## config.mk

```make
export PLATFORM = sky130hd
export DESIGN_NAME = tsat_ram
export DESIGN_NICKNAME = d
export VERILOG_FILES = /design/src/hdl/tsat_ram.sv
export SDC_FILE = /design/constraint.sdc
export NUM_CORES = 1
export LEC_CHECK = 0
export BUFFER_PORTS_ARGS = -buffer_cell sky130_fd_sc_hd__buf_2
export CORE_MARGIN = 8
export CORE_UTILIZATION = 57
export DETAILED_ROUTE_END_ITERATION = 6
export PLACE_DENSITY = 0.76
export SYNTH_ARGS = -nofsm -noshare
export SYNTH_HDL_FRONTEND = slang
export SYNTH_SLANG_ARGS = --single-unit
```

## constraint.sdc

```tcl
create_clock -name clk -period 3.3 [get_ports clk]
set_input_delay 0.66 -clock clk [delete_from_list [all_inputs] [get_ports clk]]
set_output_delay 0.66 -clock clk [all_outputs]
set_load 0.02 [all_outputs]
```

## src/hdl/tsat_ram.sv

```systemverilog
// Generic simple dual-port RAM: one write port, one registered read port.
// No dependencies.
`default_nettype none
module tsat_ram #(
	parameter int DEPTH = 128,
	parameter int WIDTH = 8
) (
	input  wire logic                     clk,
	input  wire logic                     we,
	input  wire logic [$clog2(DEPTH)-1:0] waddr,
	input  wire logic [WIDTH-1:0]         wdata,
	input  wire logic [$clog2(DEPTH)-1:0] raddr,
	output logic      [WIDTH-1:0]         rdata
);
	logic [WIDTH-1:0] mem [DEPTH];

	always_ff @(posedge clk) begin
		if (we) begin
			mem[waddr] <= wdata;
		end
		rdata <= mem[raddr];
	end
endmodule
`default_nettype wire
```

* Word level (Yosys, flattened, before mapping)
Memories as Yosys holds them, arrays and structs flattened. A register that Yosys moved wholly into a read port is not among the register bits.
Cells that the tools add are included.
** Cells by class
- $add $sub $neg :: 0
- Reductions and logical operators :: 0
- Bitwise gates (word level) :: 0
- Magnitude comparators :: 0
- Divide/modulo/power cells :: 0
- Equal/unequal tests :: 0
- Multipliers :: 0
- Shift-type cells :: 0
- Mux-type cells :: 2
** Operators by type and width (number)
- 2-to-1 mux 1 bit :: 2
** Word-level totals
- Bits in latches :: 0
- Bits in writable memories :: 1024
- Memories kept :: 1
- Input port bits :: 24
- ROM bits :: 0
- Flip-flop bits (word level) :: 0
** Memory list
- mem :: words 128, width 8, rd ports 1, clocked after Yosys merged registers in 1, write ports 1, RTL line 15 : logic [WIDTH-1:0] mem [DEPTH];

* Depth between registers and ports, before layout
- Word-level depth :: 2
- Mapped depth :: 7
- Depth with buffers taken out :: 4

* Worst setup path before layout
OpenSTA, ideal clock, no wires.
- Kind :: input -> register
- Start point :: input raddr[0]
- End point :: register rdata[0], read port of mem
- Data arrival time :: 3.043 ns
- Stages :: 6
- Setup slack :: 0.136 ns
- Library setup time :: 0.121 ns
- Data required time :: 3.179 ns
- Path buffers :: 2
- Path through :: clkbuf_1 -> buf_1 -> mux4_2 -> mux4_2 -> mux4_2 -> mux2_2
** RTL lines
- from (decl) :: RTL line 12 : input wire logic [$clog2(DEPTH)-1:0] raddr,
- to (decl) :: RTL line 13 : output logic [WIDTH-1:0] rdata

==> out/metrics.yaml <==
ir_drop_mv: 0.717
post_cts_buffers: 0
ant_nets: 0
utilization_pct: 66.4
grt_start_max_net_pins: 129
wl_per_cell_um: 31.8
syn_area_per_cell_um2: 24.3
die_area_mm2: 0.0783
initial_utilization_pct: 57.7
vias: 18900
slew_headroom_pct: 33.4
coreArea_mm2: 0.0687
grt_usage_pct: 23.8
cts.repair.resized: 0
grt_setup_unrepaired: "false"
htreeDepth: 3
ys_warn_count: 0
crit_path_frequent_cell: "mux4_2"
period_minus_slack_ps: 2710
maxCapViolCount: 0
io_pins: 32
yosysUniqueCellTypes: 17
ys_ff_latch: 1032
post_dp_cell_area_mm2: 0.0426
cp_cell_sequence: "buf_8, buf_12, buf_12, mux4_2, mux4_2, mux4_2, mux2_2"
drt-total-wl_um: 91900
grt_overflow: 0
drtPass1Iterations: 5
syn_to_final_growth_pct: 15.0
cts.path.max_buffers: 3
worstPathMaxFanout: 18
drv_slew: 0
finalPower_mw: 26.6
required_ps: 3850
clkTransAtPathRegs_ps: 60
drive_gt1_share_pct: 36.7
path_buf_inv: 3
nets: 1908
final_cell_mix: "edfxtp_1 (1024), mux4_2 (336), buf_4 (181)"
finalSetupViolations: 0
stdcell_count: 2892
cts_buffers: 97
ctsHoldBuffers: 0
start_kind: "input port"
cts_sinks: 1032
drtIter0Drc: 2565
gp_congestion: 0.819
crit_arrival_ps: 3260
yosysSeqAreaShare_pct: 77.9
clk_latency_ps: 680
worstMarginPinSlew_ps: 999
critPathTopFamily: "multiplexers"
cts_root_buf: "clkbuf_16"
fmax_ghz: 0.369
first_global_vias: 19300
port_buffers: 31
grt_pass1_wl_um: 135000
status: "complete, no violations"
worstSetupEndpointType: "flop"
finalCritPeriodShare_pct: 82.1
fin_area_mm2: 0.0456
p_per_area_mw_per_mm2: 582
vias_per_cell: 6.52
rows: 96
finalHoldViolCount: 0
drc_errors: 0
cp_slowest_cell: "mux4_2"
cts_tree: "yes"
max_stage_delay_ps: 590
synthCells: 1635
antenna_found_initial: 11
die_h_um: 280
final_common_cell: "edfxtp_1"
dp.cells: 2716
syn-num-nets: 1659
fin_skew_ps: 19.9
hpwl_um: 55200
die_x_um: 280
min_path_type: "input port to flop"
n_fill_cell: 4191
worstSetupPathType: "input port to flop"
p_leak_nw: 14.4
netlist_area_mm2: 0.0397
[path summary, 6_finish.rpt]
check | startpoint | to | slack (ps) | cells after the start
max reg2reg | mem[28][7] | rdata[7] | 800 | 4
min | wdata[2] | mem[127][2] | 490 | 1
min reg2reg | mem[79][2] | rdata[2] | 1150 | 4
max | raddr[0] | rdata[7] | 590 | 7
[logic make-up (layout without fill, tap and decap cells)]
group | count (synthesis) | count (layout) | share of synthesized area (%)
flip-flops | 1032 | 1032 | 77.9
buffers and inverters | 89 | 412 | 1.01
other | 0 | 3 | 0
multiplexers | 344 | 344 | 19.3
AND/OR/NAND/NOR | 170 | 170 | 1.76
[registers in the layout, summed over array words and instances, names as in the netlist]
signal,count
rdata,8
mem,1024
[stage by stage]
stage,hold slack (ps),worst slack (ps),TNS [ps]
2_1_floorplan,759,136,0
3_3_place_gp,1120,-14.9,-23.7
3_5_place_dp,1120,-55.5,-121
4_1_cts,463,612,0
5_1_grt,471,595,0
6_report,489,592,0
[layout make-up]
class                      count  area, um2  share of cell area (%)
sequential                  1032      30900                    67.7
multi-input combinational    514       8350                    18.3
clock buffer                 119       2510                    5.50
timing repair buffer         239       2210                    4.84
tap                          931       1160                    2.55
clock inverter                54        475                    1.04
antenna                        3       7.51                  0.0165
[report_power, final]
part           switching, mW  internal [mW]  leakage, nW
registers             0.0425           14.5         9.27
clock network           4.75           5.84         1.46
logic                  0.828          0.624         3.68
[routing by layer]
layer	GRT usage, %	vias up	part of all wire [%]
li1	-	7523	-
met1	33.1	10000	37
met2	38.8	1159	50
met3	4.94	163	11
met4	6.38	8	2.4
met5	0	-	0.057
[cell usage after synthesis, drive strengths merged]
master | instances | area share, %
nor2b | 7 | 0.11
nor3 | 9 | 0.11
clkbuf | 44 | 0.42
mux2 | 8 | 0.23
mux4 | 336 | 19
dfxtp | 8 | 0.40
nand2b | 2 | 0.032
nand2 | 14 | 0.13
nand3 | 12 | 0.15
buf | 45 | 0.60
edfxtp | 1024 | 78
nand4 | 3 | 0.047
nor2 | 122 | 1.2
or3 | 1 | 0.016
(Power assumes the default switching activity.)
